### config.mk
export PLATFORM = sky130hd
export DESIGN_NAME = demand_paging_lru_frame_manager
export DESIGN_NICKNAME = d
export VERILOG_FILES = /design/src/rtl/dplfm_pkg.sv /design/src/rtl/dplfm_ram.sv /design/src/rtl/demand_paging_lru_frame_manager.sv
export VERILOG_INCLUDE_DIRS = /design/src /design/src/rtl
export SDC_FILE = /design/constraint.sdc
export NUM_CORES = 1
export LEC_CHECK = 0
export ABC_AREA = 1
export BUFFER_PORTS_ARGS = -buffer_cell sky130_fd_sc_hd__buf_2
export CORE_MARGIN = 2
export CORE_UTILIZATION = 35
export DETAILED_ROUTE_END_ITERATION = 8
export PLACE_DENSITY = 0.51
export SETUP_SLACK_MARGIN = 0.2
export SKIP_LAST_GASP = 1
export SLEW_MARGIN = 30
export SYNTH_ARGS = -nofsm -noshare
export SYNTH_HDL_FRONTEND = slang
export SYNTH_SLANG_ARGS = --single-unit
export TNS_END_PERCENT = 20
### constraint.sdc
create_clock -name i_clk -period 4.7 [get_ports i_clk]
set_input_delay 0.94 -clock i_clk [delete_from_list [all_inputs] [get_ports i_clk]]
set_output_delay 0.94 -clock i_clk [all_outputs]
set_load 0.1 [all_outputs]
### src/rtl/demand_paging_lru_frame_manager_defines.svh
// assertion macros for the lru frame manager
`ifndef DEMAND_PAGING_LRU_FRAME_MANAGER_DEFINES_SVH
`define DEMAND_PAGING_LRU_FRAME_MANAGER_DEFINES_SVH

`ifndef SYNTHESIS

// same-cycle implication, disabled while reset is low
`define DPL_ASSERT_IMP(label, clk, rst_n, ante, cons) \
    label: assert property (@(posedge clk) disable iff (!(rst_n)) (ante) |-> (cons)) \
        else $error("frame manager assertion failed");

// next-cycle implication, disabled while reset is low
`define DPL_ASSERT_NXT(label, clk, rst_n, ante, cons) \
    label: assert property (@(posedge clk) disable iff (!(rst_n)) (ante) |=> (cons)) \
        else $error("frame manager assertion failed");

`else

`define DPL_ASSERT_IMP(label, clk, rst_n, ante, cons)
`define DPL_ASSERT_NXT(label, clk, rst_n, ante, cons)

`endif

`endif

### src/rtl/dplfm_pkg.sv
// shared types and request codes for the lru frame manager
`timescale 1ns / 1ps
package dplfm_pkg;

    localparam logic [1:0] REQ_ACCESS  = 2'd0;
    localparam logic [1:0] REQ_PRELOAD = 2'd1;
    localparam logic [1:0] REQ_RELEASE = 2'd2;
    localparam logic [1:0] REQ_NONE    = 2'd3;

    typedef struct packed {
        logic [1:0] req_type;
        logic [1:0] script_id;
        logic [5:0] line_index;
        logic [3:0] page_no;
    } t_req;

    typedef struct packed {
        logic       hit;
        logic       fault;
        logic       evicted;
        logic [3:0] frame_index;
        logic [1:0] line_offset;
        logic [1:0] victim_script;
        logic [3:0] victim_page;
        logic       status;
    } t_res;

endpackage

### src/rtl/dplfm_ram.sv
// generic simple dual-port ram with registered read
`timescale 1ns / 1ps
module dplfm_ram #(
    parameter int WIDTH = 8,
    parameter int DEPTH = 16,
    parameter int AW    = (DEPTH > 1) ? $clog2(DEPTH) : 1
) (
    input  logic             i_clk,
    input  logic             i_we,
    input  logic [AW-1:0]    i_waddr,
    input  logic [WIDTH-1:0] i_wdata,
    input  logic             i_re,
    input  logic [AW-1:0]    i_raddr,
    output logic [WIDTH-1:0] o_rdata
);

    logic [WIDTH-1:0] r_mem [DEPTH];
    logic [WIDTH-1:0] r_rdata;

    always_ff @(posedge i_clk) begin
        if (i_we) begin
            r_mem[i_waddr] <= i_wdata;
        end
        if (i_re) begin
            r_rdata <= r_mem[i_raddr];
        end
    end

    assign o_rdata = r_rdata;

endmodule

### src/rtl/demand_paging_lru_frame_manager.sv
// demand paging frame manager with lru replacement, top level
//
//  channel   ports                     handshake
//  --------  ------------------------  -------------------------------------
//  request   i_req (t_req)             word taken when start && !busy
//  result    o_res (t_res)             one word per request, o_res_valid pulse
//
//  a fault into a free frame ends the scan at that frame; an eviction scans
//  all NUM_FRAMES frame times through the one comparator; a release clears
//  every page of its script. after reset the page map ram is swept clear
//  with busy high. the receiver cannot stall: o_res_valid marks each result
//  word on o_res for exactly one cycle.
`timescale 1ns / 1ps
`include "demand_paging_lru_frame_manager_defines.svh"
module demand_paging_lru_frame_manager #(
    parameter int NUM_FRAMES       = 16,
    parameter int LINES_PER_PAGE   = 4,
    parameter int NUM_SCRIPTS      = 4,
    parameter int PAGES_PER_SCRIPT = 16
) (
    input  logic              i_clk,
    input  logic              i_rst_n,
    input  logic              start,
    output logic              busy,
    input  dplfm_pkg::t_req   i_req,
    output logic              o_res_valid,
    output dplfm_pkg::t_res   o_res
);

    import dplfm_pkg::*;

    localparam int FW        = $clog2(NUM_FRAMES);
    localparam int MAP_DEPTH = NUM_SCRIPTS * PAGES_PER_SCRIPT;
    localparam int MW        = (MAP_DEPTH > 1) ? $clog2(MAP_DEPTH) : 1;
    localparam int SW        = (NUM_SCRIPTS > 1) ? $clog2(NUM_SCRIPTS) : 1;
    localparam int PGW       = (PAGES_PER_SCRIPT > 1) ? $clog2(PAGES_PER_SCRIPT) : 1;
    localparam int TW        = SW + PGW;
    // reciprocal for line / LINES_PER_PAGE, exact for 6-bit lines
    localparam int RECIP     = (4096 + LINES_PER_PAGE - 1) / LINES_PER_PAGE;

    localparam logic [MW-1:0] MAP_LAST = MW'(MAP_DEPTH - 1);
    localparam logic [MW-1:0] PG_LAST  = MW'(PAGES_PER_SCRIPT - 1);
    localparam logic [FW-1:0] FR_LAST  = FW'(NUM_FRAMES - 1);

    typedef enum logic [10:0] {
        S_INIT      = 11'b000_0000_0001,
        S_IDLE      = 11'b000_0000_0010,
        S_CLEAR     = 11'b000_0000_0100,
        S_LOOK      = 11'b000_0000_1000,
        S_MAPCHK    = 11'b000_0001_0000,
        S_SCAN      = 11'b000_0010_0000,
        S_SCAN_LAST = 11'b000_0100_0000,
        S_VREAD     = 11'b000_1000_0000,
        S_VMAP      = 11'b001_0000_0000,
        S_VCHK      = 11'b010_0000_0000,
        S_INSTALL   = 11'b100_0000_0000
    } t_state;

    t_state r_state, n_state;

    logic [1:0]            r_req_type, n_req_type;
    logic [SW-1:0]         r_sid, n_sid;
    logic [PGW-1:0]        r_pg, n_pg;
    logic [3:0]            r_off, n_off;
    logic [MW-1:0]         r_slot, n_slot;
    logic [MW-1:0]         r_base, n_base;
    logic [MW-1:0]         r_cidx, n_cidx;
    logic [FW-1:0]         r_idx, n_idx;
    logic [FW-1:0]         r_prev, n_prev;
    logic                  r_cmp_pend, n_cmp_pend;
    logic                  r_first, n_first;
    logic [31:0]           r_best_time, n_best_time;
    logic [FW-1:0]         r_best_idx, n_best_idx;
    logic [FW-1:0]         r_vic, n_vic;
    logic                  r_evict, n_evict;
    logic [SW-1:0]         r_vs, n_vs;
    logic [PGW-1:0]        r_vp, n_vp;
    logic [MW-1:0]         r_vslot, n_vslot;
    logic [NUM_FRAMES-1:0] r_used, n_used;
    logic [31:0]           r_clock, n_clock;
    t_res                  r_res, n_res;
    logic                  r_res_valid, n_res_valid;

    // ram ports
    logic          map_we, map_re;
    logic [MW-1:0] map_waddr, map_raddr;
    logic [FW:0]   map_wdata, map_rd;
    logic          time_we, time_re;
    logic [FW-1:0] time_waddr, time_raddr;
    logic [31:0]   time_rd;
    logic          tag_we, tag_re;
    logic [FW-1:0] tag_raddr;
    logic [TW-1:0] tag_rd;

    // request decode
    logic [18:0]   w_div_prod;
    logic [5:0]    w_div_pg;
    logic [5:0]    w_pg;
    logic [5:0]    w_rem;
    logic [MW-1:0] w_slot, w_base, w_vslot;
    logic          w_bad;

    // shared lru comparator
    logic          w_take;
    logic [FW-1:0] w_cand_idx;

    always_comb begin
        w_div_prod = 19'(i_req.line_index) * 19'(RECIP);
        w_div_pg   = w_div_prod[17:12];
        w_rem      = i_req.line_index - 6'(int'(w_div_pg) * LINES_PER_PAGE);
        w_pg       = (i_req.req_type == REQ_ACCESS) ? w_div_pg : {2'b00, i_req.page_no};
        w_base     = MW'(int'(i_req.script_id) * PAGES_PER_SCRIPT);
        w_slot     = MW'(int'(i_req.script_id) * PAGES_PER_SCRIPT + int'(w_pg));
        w_bad      = (i_req.req_type == REQ_NONE)
                  || !(int'(i_req.script_id) < NUM_SCRIPTS)
                  || ((i_req.req_type != REQ_RELEASE) && !(int'(w_pg) < PAGES_PER_SCRIPT));
        w_vslot    = MW'(int'(tag_rd[TW-1:PGW]) * PAGES_PER_SCRIPT + int'(tag_rd[PGW-1:0]));
        w_take     = r_cmp_pend && (r_first || (time_rd < r_best_time));
        w_cand_idx = w_take ? r_prev : r_best_idx;
    end

    always_comb begin
        n_state     = r_state;
        n_req_type  = r_req_type;
        n_sid       = r_sid;
        n_pg        = r_pg;
        n_off       = r_off;
        n_slot      = r_slot;
        n_base      = r_base;
        n_cidx      = r_cidx;
        n_idx       = r_idx;
        n_prev      = r_prev;
        n_cmp_pend  = r_cmp_pend;
        n_first     = r_first;
        n_best_time = r_best_time;
        n_best_idx  = r_best_idx;
        n_vic       = r_vic;
        n_evict     = r_evict;
        n_vs        = r_vs;
        n_vp        = r_vp;
        n_vslot     = r_vslot;
        n_used      = r_used;
        n_clock     = r_clock;
        n_res       = r_res;
        n_res_valid = 1'b0;

        map_we     = 1'b0;
        map_waddr  = r_slot;
        map_wdata  = '0;
        map_re     = 1'b0;
        map_raddr  = r_slot;
        time_we    = 1'b0;
        time_waddr = r_vic;
        time_re    = 1'b0;
        time_raddr = r_idx;
        tag_we     = 1'b0;
        tag_re     = 1'b0;
        tag_raddr  = r_vic;

        unique case (r_state)
            S_INIT: begin
                // sweep the page map to unmapped
                map_we    = 1'b1;
                map_waddr = r_cidx;
                if (r_cidx == MAP_LAST) begin
                    n_cidx  = '0;
                    n_state = S_IDLE;
                end else begin
                    n_cidx = r_cidx + MW'(1);
                end
            end
            S_IDLE: begin
                if (start) begin
                    n_req_type = i_req.req_type;
                    n_sid      = SW'(i_req.script_id);
                    n_pg       = PGW'(w_pg);
                    n_off      = w_rem[3:0];
                    n_slot     = w_slot;
                    n_base     = w_base;
                    n_cidx     = '0;
                    n_res      = '0;
                    if (w_bad) begin
                        n_res_valid = 1'b1;
                    end else if (i_req.req_type == REQ_RELEASE) begin
                        n_state = S_CLEAR;
                    end else begin
                        n_state = S_LOOK;
                    end
                end
            end
            S_CLEAR: begin
                map_we    = 1'b1;
                map_waddr = r_base + r_cidx;
                if (r_cidx == PG_LAST) begin
                    n_res_valid = 1'b1;
                    n_state     = S_IDLE;
                end else begin
                    n_cidx = r_cidx + MW'(1);
                end
            end
            S_LOOK: begin
                map_re  = 1'b1;
                n_state = S_MAPCHK;
            end
            S_MAPCHK: begin
                if (map_rd[FW]) begin
                    n_res.hit         = 1'b1;
                    n_res.frame_index = 4'(map_rd[FW-1:0]);
                    if (r_req_type == REQ_ACCESS) begin
                        // hit refreshes the frame time, preload hit does not
                        n_res.line_offset = 2'(r_off);
                        time_we           = 1'b1;
                        time_waddr        = map_rd[FW-1:0];
                        n_clock           = r_clock + 32'd1;
                    end
                    n_res_valid = 1'b1;
                    n_state     = S_IDLE;
                end else begin
                    n_idx      = '0;
                    n_cmp_pend = 1'b0;
                    n_first    = 1'b1;
                    n_state    = S_SCAN;
                end
            end
            S_SCAN: begin
                // frame time read at r_idx, compare of the one read last cycle
                time_re = 1'b1;
                if (w_take) begin
                    n_best_time = time_rd;
                    n_best_idx  = r_prev;
                    n_first     = 1'b0;
                end
                if (!r_used[r_idx]) begin
                    n_vic   = r_idx;
                    n_evict = 1'b0;
                    n_state = S_INSTALL;
                end else begin
                    n_prev     = r_idx;
                    n_cmp_pend = 1'b1;
                    if (r_idx == FR_LAST) begin
                        n_state = S_SCAN_LAST;
                    end else begin
                        n_idx = r_idx + FW'(1);
                    end
                end
            end
            S_SCAN_LAST: begin
                if (r_req_type == REQ_PRELOAD) begin
                    n_res.status = 1'b1;
                    n_res_valid  = 1'b1;
                    n_state      = S_IDLE;
                end else begin
                    n_vic   = w_cand_idx;
                    n_evict = 1'b1;
                    n_state = S_VREAD;
                end
            end
            S_VREAD: begin
                tag_re  = 1'b1;
                n_state = S_VMAP;
            end
            S_VMAP: begin
                n_vs      = tag_rd[TW-1:PGW];
                n_vp      = tag_rd[PGW-1:0];
                n_vslot   = w_vslot;
                map_re    = 1'b1;
                map_raddr = w_vslot;
                n_state   = S_VCHK;
            end
            S_VCHK: begin
                // unmap the victim only if its entry still names this frame
                if (map_rd[FW] && (map_rd[FW-1:0] == r_vic)) begin
                    map_we    = 1'b1;
                    map_waddr = r_vslot;
                end
                n_state = S_INSTALL;
            end
            S_INSTALL: begin
                time_we       = 1'b1;
                tag_we        = 1'b1;
                n_used[r_vic] = 1'b1;
                map_we        = 1'b1;
                map_waddr     = r_slot;
                map_wdata     = {1'b1, r_vic};
                n_clock       = r_clock + 32'd1;

                n_res.fault         = 1'b1;
                n_res.frame_index   = 4'(r_vic);
                n_res.evicted       = r_evict;
                n_res.victim_script = r_evict ? 2'(r_vs) : 2'd0;
                n_res.victim_page   = r_evict ? 4'(r_vp) : 4'd0;
                n_res.line_offset   = (r_req_type == REQ_ACCESS) ? 2'(r_off) : 2'd0;
                n_res_valid         = 1'b1;
                n_state             = S_IDLE;
            end
            default: begin
                n_state = S_IDLE;
            end
        endcase
    end

    always_ff @(posedge i_clk) begin
        if (!i_rst_n) begin
            r_state     <= S_INIT;
            r_cidx      <= '0;
            r_used      <= '0;
            r_clock     <= '0;
            r_res_valid <= 1'b0;
        end else begin
            r_state     <= n_state;
            r_cidx      <= n_cidx;
            r_used      <= n_used;
            r_clock     <= n_clock;
            r_res_valid <= n_res_valid;
        end
    end

    always_ff @(posedge i_clk) begin
        r_req_type  <= n_req_type;
        r_sid       <= n_sid;
        r_pg        <= n_pg;
        r_off       <= n_off;
        r_slot      <= n_slot;
        r_base      <= n_base;
        r_idx       <= n_idx;
        r_prev      <= n_prev;
        r_cmp_pend  <= n_cmp_pend;
        r_first     <= n_first;
        r_best_time <= n_best_time;
        r_best_idx  <= n_best_idx;
        r_vic       <= n_vic;
        r_evict     <= n_evict;
        r_vs        <= n_vs;
        r_vp        <= n_vp;
        r_vslot     <= n_vslot;
        r_res       <= n_res;
    end

    // page map: valid bit and frame number per script page
    dplfm_ram #(
        .WIDTH (FW + 1),
        .DEPTH (MAP_DEPTH)
    ) u_map_ram (
        .i_clk   (i_clk),
        .i_we    (map_we),
        .i_waddr (map_waddr),
        .i_wdata (map_wdata),
        .i_re    (map_re),
        .i_raddr (map_raddr),
        .o_rdata (map_rd)
    );

    // last-use time per frame
    dplfm_ram #(
        .WIDTH (32),
        .DEPTH (NUM_FRAMES)
    ) u_time_ram (
        .i_clk   (i_clk),
        .i_we    (time_we),
        .i_waddr (time_waddr),
        .i_wdata (r_clock),
        .i_re    (time_re),
        .i_raddr (time_raddr),
        .o_rdata (time_rd)
    );

    // owner script and page per frame
    dplfm_ram #(
        .WIDTH (TW),
        .DEPTH (NUM_FRAMES)
    ) u_tag_ram (
        .i_clk   (i_clk),
        .i_we    (tag_we),
        .i_waddr (r_vic),
        .i_wdata ({r_sid, r_pg}),
        .i_re    (tag_re),
        .i_raddr (tag_raddr),
        .o_rdata (tag_rd)
    );

    assign busy        = (r_state != S_IDLE);
    assign o_res_valid = r_res_valid;
    assign o_res       = r_res;

    `DPL_ASSERT_IMP(a_res_only_idle, i_clk, i_rst_n, o_res_valid, r_state == S_IDLE)
    `DPL_ASSERT_NXT(a_accept_reacts, i_clk, i_rst_n, start && !busy, busy || o_res_valid)
    `DPL_ASSERT_IMP(a_evict_is_fault, i_clk, i_rst_n, o_res_valid && o_res.evicted, o_res.fault && !o_res.hit)

endmodule

==> results.py, run 1 <==
metrics = {
    "setup_path": {
        "crit_path_start_kind": "flip-flop",
        "r2r_start": "r_state[2]$_SDFFE_PN0P_",
        "slowest_delay_ps": 740,
        "crit_path_end_kind": "flip-flop",
        "worstSetupPathType": "flip-flop to flip-flop",
        "r2r_cells": 12,
        "ff2ff_setup_slack_ps": 830,
        "crit_chain": "nor2_1 -> nand2_2 -> nor2_4 -> nand2_2 -> nor2_4 -> nand2_4 -> nand2_1 -> inv_1 -> nor2_1 -> nand2_1 -> nor2_4 -> buf_12",
        "cp_data_arrival_time_ps": 4270,
        "crit_top_cell": "nor2_4",
        "worstReg2RegEnd": "u_time_ram.r_mem[1][10]$_DFFE_PP_",
        "worstPathMaxFanout": 17,
        "slowest_stage": "nor2_4",
        "required_ps": 5100,
    },
    "power": {
        "ir_drop_mv": 0.341,
        "clock_power_share_pct": 42.0,
        "p_leak_nw": 19.3,
        "seqPwrFrac_pct": 51.1,
        "p_int_mw": 16.5,
        "pwr-share-comb_pct": 6.9,
        "power_density_nw_per_um2": 408,
        "swShare_pct": 23.9,
        "p_sw_mw": 5.18,
    },
    "timing": {
        "skew_ps": 61.0,
        "max_slew_margin_pct": 28.3,
        "rsz0062_at_grt": "false",
        "setup_violations": 0,
        "min_period_ps": 3870,
        "finalSetupTns_ps": 0,
        "finalCritPeriodShare_pct": 82.3,
        "worstMarginPinSlew_ps": 1080,
        "drv_slew": 0,
        "hold_viol": 0,
        "fmax_ghz": 0.258,
    },
    "logic_synthesis": {
        "synth_area_per_cell_um2": 11.9,
        "yosys-top-cells-count": "edfxtp_1, nand2_1, nor2_1",
        "synth_top_flop_cell": "edfxtp_1",
        "synth_edf_count": 1054,
        "ys_types": 51,
        "synthCells": 3931,
        "netlist_area_um2": 46800,
        "synthTopCellsByArea": "edfxtp_1, nand3_1, nand2_1",
        "synth_nets": 3983,
        "ys_seq_area_share_pct": 70.5,
        "yosysWarningCount": 0,
        "synth_top_cell_by_area": "edfxtp_1",
        "synth_top_area_share_pct": 67.7,
        "async_reset_ff_share_pct": 0,
        "ys_ff_latch": 1120,
        "yosysMostFrequentCell": "edfxtp_1",
    },
    "floorplanning": {
        "ios": 35,
        "chipHeight_um": 370,
        "die_area_um2": 137000,
        "std_cell_rows": 134,
        "die_w_um": 370,
        "core_area_um2": 133000,
        "initial_core_util_pct": 35.1,
    },
    "hold_path": {
        "hold_path_class": "input pin to flip-flop",
        "worstHoldStart": "i_req[11]",
        "worstHoldPathCells": 1,
        "whs_endpoint": "r_sid[1]$_DFFE_PP_",
    },
    "placed_design": {
        "dpl.hpwl_um": 70000,
        "io_buffers": 34,
        "dp_cells": 5611,
        "routabilityCongestion": 0.838,
    },
    "route": {
        "drcViolationCount": 0,
        "num_vias": 29322,
        "first_iter_violations": 2344,
        "wire_per_inst_um": 20.6,
        "detail-route-antenna-nets": 0,
        "vias_per_cell": 5.02,
        "routed_wirelength_um": 120000,
        "firstDrtPassIters": 5,
    },
    "flow_run": {
        "maxCapViolCount": 0,
    },
    "clocking": {
        "hold_buffers": 0,
        "clockBufferDepth": 3,
        "cts_buffers": 118,
        "clk_latency_ps": 750,
        "cts_sinks": 1120,
        "cts-resized-gates": 0,
        "path_clk_slew_ps": 60,
        "htreeDepth": 3,
        "root_buffer": "clkbuf_16",
        "cts_tree": "built",
        "post_cts_buffers": 0,
    },
    "layout": {
        "multi_input_area_um2": 11400,
        "finalNetCount": 4016,
        "layoutNonFillerInstCount": 5836,
        "syn2layout_area_growth_pct": 13.5,
        "n_fill_cell": 12760,
        "drive_gt1_share_pct": 9.07,
        "ff_latch_area_um2": 33000,
    },
    "global_routing": {
        "track_usage_pct": 17.5,
        "overflow": 0,
        "first_global_vias": 28603,
        "grt_pass1_wl_um": 182000,
        "grt_max_degree": 161,
        "antenna_found_initial": 2,
    },
    "outcome": {
        "status": "complete, no violations",
    },
}
==> worst max path at each step <==
stage                                 start                                 to  slack, ps  depth (start not counted)
global placement    r_state[2]$_SDFFE_PN0P_   u_time_ram.r_mem[1][8]$_DFFE_PP_        880                         12
detailed placement  r_state[2]$_SDFFE_PN0P_   u_time_ram.r_mem[1][8]$_DFFE_PP_        880                         12
global route        r_state[2]$_SDFFE_PN0P_  u_time_ram.r_mem[1][10]$_DFFE_PP_        640                         12
CTS                 r_state[2]$_SDFFE_PN0P_  u_time_ram.r_mem[1][10]$_DFFE_PP_        820                         12
finish              r_state[2]$_SDFFE_PN0P_  u_time_ram.r_mem[1][10]$_DFFE_PP_        830                         12
floorplan           r_state[9]$_SDFFE_PN0P_  u_time_ram.r_mem[13][0]$_DFFE_PP_       1320                         12
==> metrics by stage <==
stage	hold WS [ps]	area (µm²)	util, %	setup slack [ps]	total power [mW]
final	374	53100	39.9	831	21.7
after global routing	335	53100	39.9	635	22.4
after CTS	311	53000	39.8	819	21.9
after detailed placement	440	49200	37.0	884	12.8
after global placement	433	49200	37.0	881	12.8
after floorplan	421	46800	-	1320	12.3
==> state kept, by name (all words and copies together) (netlist names), 4 cells and up <==
register            flops
o_res                  16
r_best_idx              4
r_best_time            32
r_cidx                  6
r_clock                32
r_idx                   4
r_prev                  4
r_state                11
r_used                 16
r_vic                   4
u_map_ram.o_rdata       5
u_map_ram.r_mem       320
u_tag_ram.o_rdata       6
u_tag_ram.r_mem        96
u_time_ram.o_rdata     32
u_time_ram.r_mem      512
==> logic make-up after synthesis <==
| logic type | share of synthesized area [%] |
|---|---|
| compound gates | 6.96 |
| xor+xnor | 0.243 |
| mux | 1.14 |
| fa+ha+maj | 0.936 |
| buf+inv | 5.59 |
| flops | 70.5 |
| simple gates | 14.6 |
==> power by group through the flow <==
stage / clock, mW / sequential [mW] / combinational, mW
after floorplan: 0 / 11.4 / 0.897
after global placement: 0 / 11.3 / 1.48
after detailed placement: 0 / 11.3 / 1.49
after CTS: 9.32 / 11.1 / 1.49
after global routing: 9.71 / 11.1 / 1.62
final: 9.12 / 11.1 / 1.49
==> layout make-up <==
class / count / area share, %
multi-input combinational: 2150 / 21.5
sequential: 1120 / 62.1
clock buffer: 153 / 6.02
clock inverter: 70 / 1.15
antenna: 1 / 0.00472
inverter: 478 / 3.39
tap: 1768 / 4.17
timing repair buffer: 96 / 1.68
==> placed cells by master (no fill, tap or decap), types with 34 or more instances in the layout <==
cell          n
a21oi_1      74
a22oi_1      48
o32ai_1      79
inv_1       462
o221ai_1     49
buf_2        34
clkbuf_16   119
nand2_1     547
mux2i_1      49
edfxtp_1   1054
buf_4        42
o21ai_0     161
ha_1         35
dfxtp_1      66
nor2_1      456
nand3_1     427
==> layer usage <==
layer	global-route usage [%]	part of all wire, %	vias to the layer above
li1	-	-	13906
met3	2.81	4.6	157
met5	0	0.011	-
met4	4.59	2.1	2
met2	28.5	47	615
met1	24.3	46	14642
==> critical path, delay by kind of cell (launching register included) <==
family                 cells  cell delay (ps)
flip-flops                 1              320
buffers and inverters      2              610
AND/OR/NAND/NOR           10             2570
(Power assumes the default switching activity.)
==> inputs of run 2 (changes only) <==
Settings changed: ABC_AREA 1 to 0, PLACE_DENSITY 0.51 to 0.53.
Clock period 4.7 ns to 3.25 ns, I/O delays scaled along.
==> run 2 against run 1 <==
Compared with the run above:
- via count fell by 19%
- utilization increased by 2.0 points
- sequential cell count is the same
- synthesized cell count decreased by 37%
- sequential share of layout area is 0.26 points lower
- area after synthesis down 4.3%
- non-clock buffer count up 156
- critical path depth is 1 lower
- wire length down 6.6%
- cell count down 24%
- clock power up 40%
==> results.py, run 2 <==
metrics = {
    "outcome": {
        "status": "complete, no violations",
    },
    "timing": {
        "skew_ps": 105,
        "hold_viol": 0,
        "setup_violations": 0,
        "min_period_ps": 3070,
        "drv_slew": 0,
        "worstMarginPinSlew_ps": 1010,
        "fmax_ghz": 0.326,
        "finalSetupTns_ps": 0,
        "finalCritPeriodShare_pct": 94.3,
        "max_slew_margin_pct": 32.1,
        "rsz0062_at_grt": "true",
    },
    "layout": {
        "layout_common_cells": "edfxtp_1, mux4_2, buf_4",
        "multi_input_area_um2": 11900,
        "syn2layout_area_growth_pct": 19.1,
        "regMostFlops": "u_time_ram.r_mem",
        "ff_latch_area_um2": 33000,
        "largest_register_ffs": 512,
        "drive_gt1_share_pct": 28.6,
        "final_common_cell": "edfxtp_1",
        "fin_area_um2": 53300,
        "finalNetCount": 2760,
        "n_fill_cell": 11102,
        "reg_top3": "u_time_ram.r_mem (512), u_map_ram.r_mem (320), u_tag_ram.r_mem (96)",
        "diodes": 0,
    },
    "hold_path": {
        "whs_endpoint": "r_sid[1]$_DFFE_PP_",
        "worstHoldPathCells": 1,
        "worstHoldStart": "i_req[11]",
        "hold_path_class": "input pin to flip-flop",
    },
    "route": {
        "first_iter_violations": 2304,
        "detail-route-antenna-nets": 0,
        "wire_per_inst_um": 25.2,
        "firstDrtPassIters": 8,
        "routed_wirelength_um": 112000,
        "num_vias": 23871,
        "drcViolationCount": 0,
        "vias_per_cell": 5.35,
    },
    "floorplanning": {
        "ios": 35,
        "core_area_um2": 127000,
        "std_cell_rows": 131,
        "initial_core_util_pct": 35.2,
        "die_w_um": 362,
        "die_area_um2": 131000,
        "chipHeight_um": 362,
    },
    "setup_path": {
        "worstSetupPathType": "flip-flop to flip-flop",
        "crit_path_end_kind": "flip-flop",
        "ff2ff_setup_slack_ps": 180,
        "crit_path_start_kind": "flip-flop",
        "required_ps": 3680,
        "r2r_cells": 11,
        "r2r_start": "r_state[9]$_SDFFE_PN0P_",
        "worstPathMaxFanout": 8,
        "worstReg2RegEnd": "u_map_ram.o_rdata[2]$_DFFE_PP_",
        "cp_data_arrival_time_ps": 3500,
    },
    "clocking": {
        "clk_latency_ps": 710,
        "clockBufferDepth": 3,
        "cts_tree": "built",
        "cts_sinks": 1120,
        "cts_buffers": 114,
        "htreeDepth": 3,
        "root_buffer": "clkbuf_16",
        "hold_buffers": 0,
        "path_clk_slew_ps": 60,
    },
    "logic_synthesis": {
        "yosysWarningCount": 0,
        "synth_top_area_share_pct": 70.7,
        "synth_top_flop_cell": "edfxtp_1",
        "synth_area_per_cell_um2": 18.2,
        "synthTopCellsByArea": "edfxtp_1, mux4_2, dfxtp_1",
        "synth_edf_count": 1054,
        "async_reset_ff_share_pct": 0,
        "synthCells": 2460,
        "yosysMostFrequentCell": "edfxtp_1",
        "yosys-top-cells-count": "edfxtp_1, mux4_2, nor2_1",
        "netlist_area_um2": 44800,
        "synth_nets": 2512,
        "ys_ff_latch": 1120,
        "synth_top_cell_by_area": "edfxtp_1",
        "ys_types": 71,
        "ys_seq_area_share_pct": 73.6,
    },
    "power": {
        "p_leak_nw": 17.8,
        "ir_drop_mv": 0.480,
        "seqPwrFrac_pct": 51.5,
        "clock_power_share_pct": 41.1,
        "p_sw_mw": 7.16,
        "p_int_mw": 23.9,
        "swShare_pct": 23.0,
        "pwr-share-comb_pct": 7.4,
        "power_density_nw_per_um2": 583,
    },
    "global_routing": {
        "antenna_found_initial": 1,
        "grt_max_degree": 141,
        "grt_pass1_wl_um": 163000,
        "first_global_vias": 24521,
        "track_usage_pct": 16.8,
        "overflow": 0,
    },
    "placed_design": {
        "placed_cell_area_um2": 48500,
        "routabilityCongestion": 0.855,
        "io_buffers": 34,
        "dpl.hpwl_um": 65600,
    },
    "flow_run": {
        "maxCapViolCount": 0,
    },
}
## run 2: worst max-delay path, stage by stage, from the launching register on
cell and delay, ps:
dfxtp_2 370, or4_4 590, o31ai_4 270, buf_6 200, buf_12 140, buf_6 130, a21boi_0 80, o21ai_0 310
a41oi_2 240, nor4_4 250, buf_4 160, nand4_1 70
## run 2: how the worst max path moves through the flow
stage,startpoint,to,slack [ps],cells after the start
2_1_floorplan,r_state[6]$_SDFFE_PN0P_,u_tag_ram.r_mem[10][0]$_DFFE_PP_,-100,8
3_3_place_gp,r_state[6]$_SDFFE_PN0P_,u_map_ram.o_rdata[3]$_DFFE_PP_,-160,9
3_5_place_dp,r_state[5]$_SDFFE_PN0P_,u_map_ram.o_rdata[2]$_DFFE_PP_,-240,10
4_1_cts,r_state[9]$_SDFFE_PN0P_,u_map_ram.o_rdata[2]$_DFFE_PP_,90,9
5_1_grt,r_state[6]$_SDFFE_PN0P_,u_map_ram.o_rdata[2]$_DFFE_PP_,110,11
6_report,r_state[9]$_SDFFE_PN0P_,u_map_ram.o_rdata[2]$_DFFE_PP_,180,11
## run 2: cell families (layout without fill, tap and decap cells)
logic type,after synthesis,in the layout,share of synthesized area (%)
buffers and inverters,174,515,1.56
AO/OA/AOI/OAI,319,319,4.79
multiplexers,253,253,12.2
flip-flops,1120,1120,73.6
AND/OR/NAND/NOR,523,524,6.10
adder cells (fa/ha/maj),35,35,0.978
XOR/XNOR,36,36,0.704
## run 2: cell type report
| type | instances | share of cell area [%] |
|---|---|---|
| clock buffers | 149 | 5.75 |
| clock inverters | 61 | 1.16 |
| inverters | 53 | 0.373 |
| multi-input cells | 1167 | 22.3 |
| flip-flops and latches | 1120 | 61.9 |
| well taps | 1662 | 3.90 |
| repair buffers | 252 | 4.69 |
## run 2: timing repair
item                                    CTS  global route
pin swaps                                 8            39
setup buffers                             2            23
cloned                                    4            10
gates resized for setup                  65           144
endpoints found under the setup margin  151           457
## run 2: power groups by stage
stage | Combinational, mW | Clock (mW) | Sequential [mW]
after floorplan | 1.07 | 0 | 16.4
after CTS | 2.15 | 13.0 | 16.0
final | 2.31 | 12.8 | 16.0
after global placement | 1.99 | 0 | 16.3
after global routing | 2.46 | 13.6 | 16.0
after detailed placement | 2.02 | 0 | 16.3
## run 2: metrics by stage
step	std cells	worst slack, ps	total power [mW]	hold slack (ps)	util, %
floorplan	2460	-96.1	17.4	417	-
global placement	4215	-162	18.3	436	38.1
detailed placement	4215	-239	18.3	445	38.1
CTS	4431	93.1	31.2	80.5	41.3
global route	4464	111	32.1	87.0	41.9
finish	4464	185	31.1	128	41.9
## run 2: per-layer routing
layer / track usage [%] / vias to the layer above / share of wire, %
met2: 28.3 / 750 / 49
met4: 4.49 / 0 / 2.6
li1: - / 10399 / -
met5: 0 / - / 0
met3: 2.40 / 176 / 5.0
met1: 22.7 / 12546 / 43
==> inputs of run 3 (changes only) <==
Settings changed: CORE_MARGIN 2 to 5.
==> run 3 against run 2 <==
Compared with the run above:
- count of clock-buffer cells in the layout down 2
- clock skew down 12 ps
- utilization about the same
- largest cell class unchanged
- largest power group unchanged
- highest routed layer unchanged
==> results.py, run 3 (same netlist as run 2, synthesis figures left out) <==
metrics = {
    "layout": {
        "largest_register_ffs": 512,
        "n_fill_cell": 11058,
        "layout_common_cells": "edfxtp_1, mux4_2, buf_4",
        "regMostFlops": "u_time_ram.r_mem",
        "reg_top3": "u_time_ram.r_mem (512), u_map_ram.r_mem (320), u_tag_ram.r_mem (96)",
        "drive_gt1_share_pct": 28.5,
        "syn2layout_area_growth_pct": 19.3,
        "layoutNonFillerInstCount": 4490,
        "finalNetCount": 2777,
        "diodes": 0,
        "final_common_cell": "edfxtp_1",
    },
    "clocking": {
        "cts_tree": "built",
        "clockBufferDepth": 3,
        "cts_sinks": 1120,
        "path_clk_slew_ps": 60,
        "hold_buffers": 0,
        "clk_latency_ps": 750,
        "root_buffer": "clkbuf_16",
        "htreeDepth": 3,
        "cts_buffers": 116,
    },
    "floorplanning": {
        "chipHeight_um": 368,
        "ios": 35,
        "die_area_um2": 135000,
        "die_w_um": 368,
        "std_cell_rows": 131,
        "initial_core_util_pct": 35.2,
        "core_area_um2": 127000,
    },
    "power": {
        "power_density_nw_per_um2": 595,
        "ir_drop_mv": 0.445,
        "clock_power_share_pct": 42.3,
        "p_int_mw": 24.5,
        "p_total_mw": 31.7,
        "p_sw_mw": 7.24,
        "swShare_pct": 22.8,
        "seqPwrFrac_pct": 50.4,
        "p_leak_nw": 17.9,
        "pwr-share-comb_pct": 7.3,
    },
    "timing": {
        "max_slew_margin_pct": 39.4,
        "skew_ps": 93.1,
        "holdWs_ps": 95.2,
        "fin_ws_ps": 148,
        "hold_viol": 0,
        "worstMarginPinSlew_ps": 908,
        "fmax_ghz": 0.322,
        "min_period_ps": 3100,
        "finalSetupTns_ps": 0,
        "finalCritPeriodShare_pct": 95.4,
        "setup_violations": 0,
        "drv_slew": 0,
        "rsz0062_at_grt": "true",
    },
    "global_routing": {
        "grt_pass1_wl_um": 165000,
        "overflow": 0,
        "antenna_found_initial": 2,
        "track_usage_pct": 16.2,
        "grtUsageMet1_pct": 22.3,
        "met2_usage_pct": 27.0,
        "top_usage_layer": "met2",
        "grt_max_degree": 130,
        "first_global_vias": 24875,
        "grtUsageMet3_pct": 2.38,
    },
    "placed_design": {
        "routabilityCongestion": 0.832,
        "dpl.hpwl_um": 65900,
        "dp_cells": 4232,
        "place_ws_ps": -189,
        "io_buffers": 34,
    },
    "route": {
        "routed_wirelength_um": 113000,
        "firstDrtPassIters": 5,
        "vias_per_cell": 5.34,
        "first_iter_violations": 2057,
        "detail-route-antenna-nets": 0,
        "wire_per_inst_um": 25.3,
        "drcViolationCount": 0,
        "num_vias": 23966,
    },
    "setup_path": {
        "crit_path_start_kind": "flip-flop",
        "worstSetupPathType": "flip-flop to flip-flop",
        "worstPathMaxFanout": 20,
        "crit_path_end_kind": "flip-flop",
        "required_ps": 3710,
        "cp_data_arrival_time_ps": 3560,
    },
    "outcome": {
        "status": "complete, no violations",
    },
    "flow_run": {
        "maxCapViolCount": 0,
    },
    "hold_path": {
        "hold_path_class": "input pin to flip-flop",
    },
}
-- run 3: changes by cell type in the layout (fill, tap and decap cells not counted), sizes merged --
cell / change
clkinvlp: +2
inv: +3
buf: +16
bufinv: +6
bufbuf: -1
clkbuf: -2
clkinv: +2
-- run 3: cell type report --
type                            count  area (µm²)  share of cell area, %
Multi-Input combinational cell   1167       11700                   21.9
Tap cell                         1662        2080                   3.89
Timing Repair Buffer              267        2520                   4.72
Sequential cell                  1120       33000                   61.8
Clock buffer                      147        3080                   5.77
Inverter                           53         203                  0.380
Clock inverter                     74         838                   1.57
-- run 3: what timing repair did --
action | in CTS | in global routing
setup buffers | 7 | 15
hold endpoints to repair | 0 | 0
pin swaps | 8 | 29
setup endpoints to repair | 304 | 421
resized for setup | 46 | 122
cloned | 3 | 12
-- run 3: routing by layer --
metal	wire length, µm	vias up	part of all wire, %
met3	5700	195	5.0
met5	0	-	0
met1	49100	12607	43
met4	3260	0	2.9
li1	-	10443	-
met2	55300	721	49
-- run 3: worst paths after layout --
kind                                                       end  cells past startpoint  slack, ps                            start
worst max-delay path            u_map_ram.o_rdata[0]$_DFFE_PP_                     10        150          r_state[9]$_SDFFE_PN0P_
worst min register to register        r_best_time[8]$_DFFE_PP_                      0        460  u_time_ram.o_rdata[8]$_DFFE_PP_
worst max register to register  u_map_ram.o_rdata[0]$_DFFE_PP_                     10        150          r_state[9]$_SDFFE_PN0P_
worst min-delay path                        r_sid[0]$_DFFE_PP_                      1        100                        i_req[10]
-- run 3: critical path, stage by stage (launching register included) --
cell,delay [ps]
dfxtp_4,360
or4_4,600
buf_4,180
o311ai_4,360
a22oi_1,140
buf_6,190
o21ai_1,150
a41oi_2,220
nor4_2,340
buf_4,180
nand4_1,80
-- run 3: stage by stage --
step | util [%] | area (µm²)
5_1_grt | 41.9 | 53400
6_report | 41.9 | 53400
2_1_floorplan | - | 44800
3_3_place_gp | 38.1 | 48500
4_1_cts | 41.4 | 52800
3_5_place_dp | 38.1 | 48500
-- run 3: power groups by stage --
| stage | Sequential (mW) | Clock, mW | Combinational (mW) |
|---|---|---|---|
| floorplan | 16.4 | 0 | 1.07 |
| global placement | 16.3 | 0 | 1.99 |
| detailed placement | 16.3 | 0 | 2.02 |
| CTS | 16.0 | 13.8 | 2.11 |
| global route | 16.0 | 14.4 | 2.45 |
| finish | 16.0 | 13.4 | 2.31 |
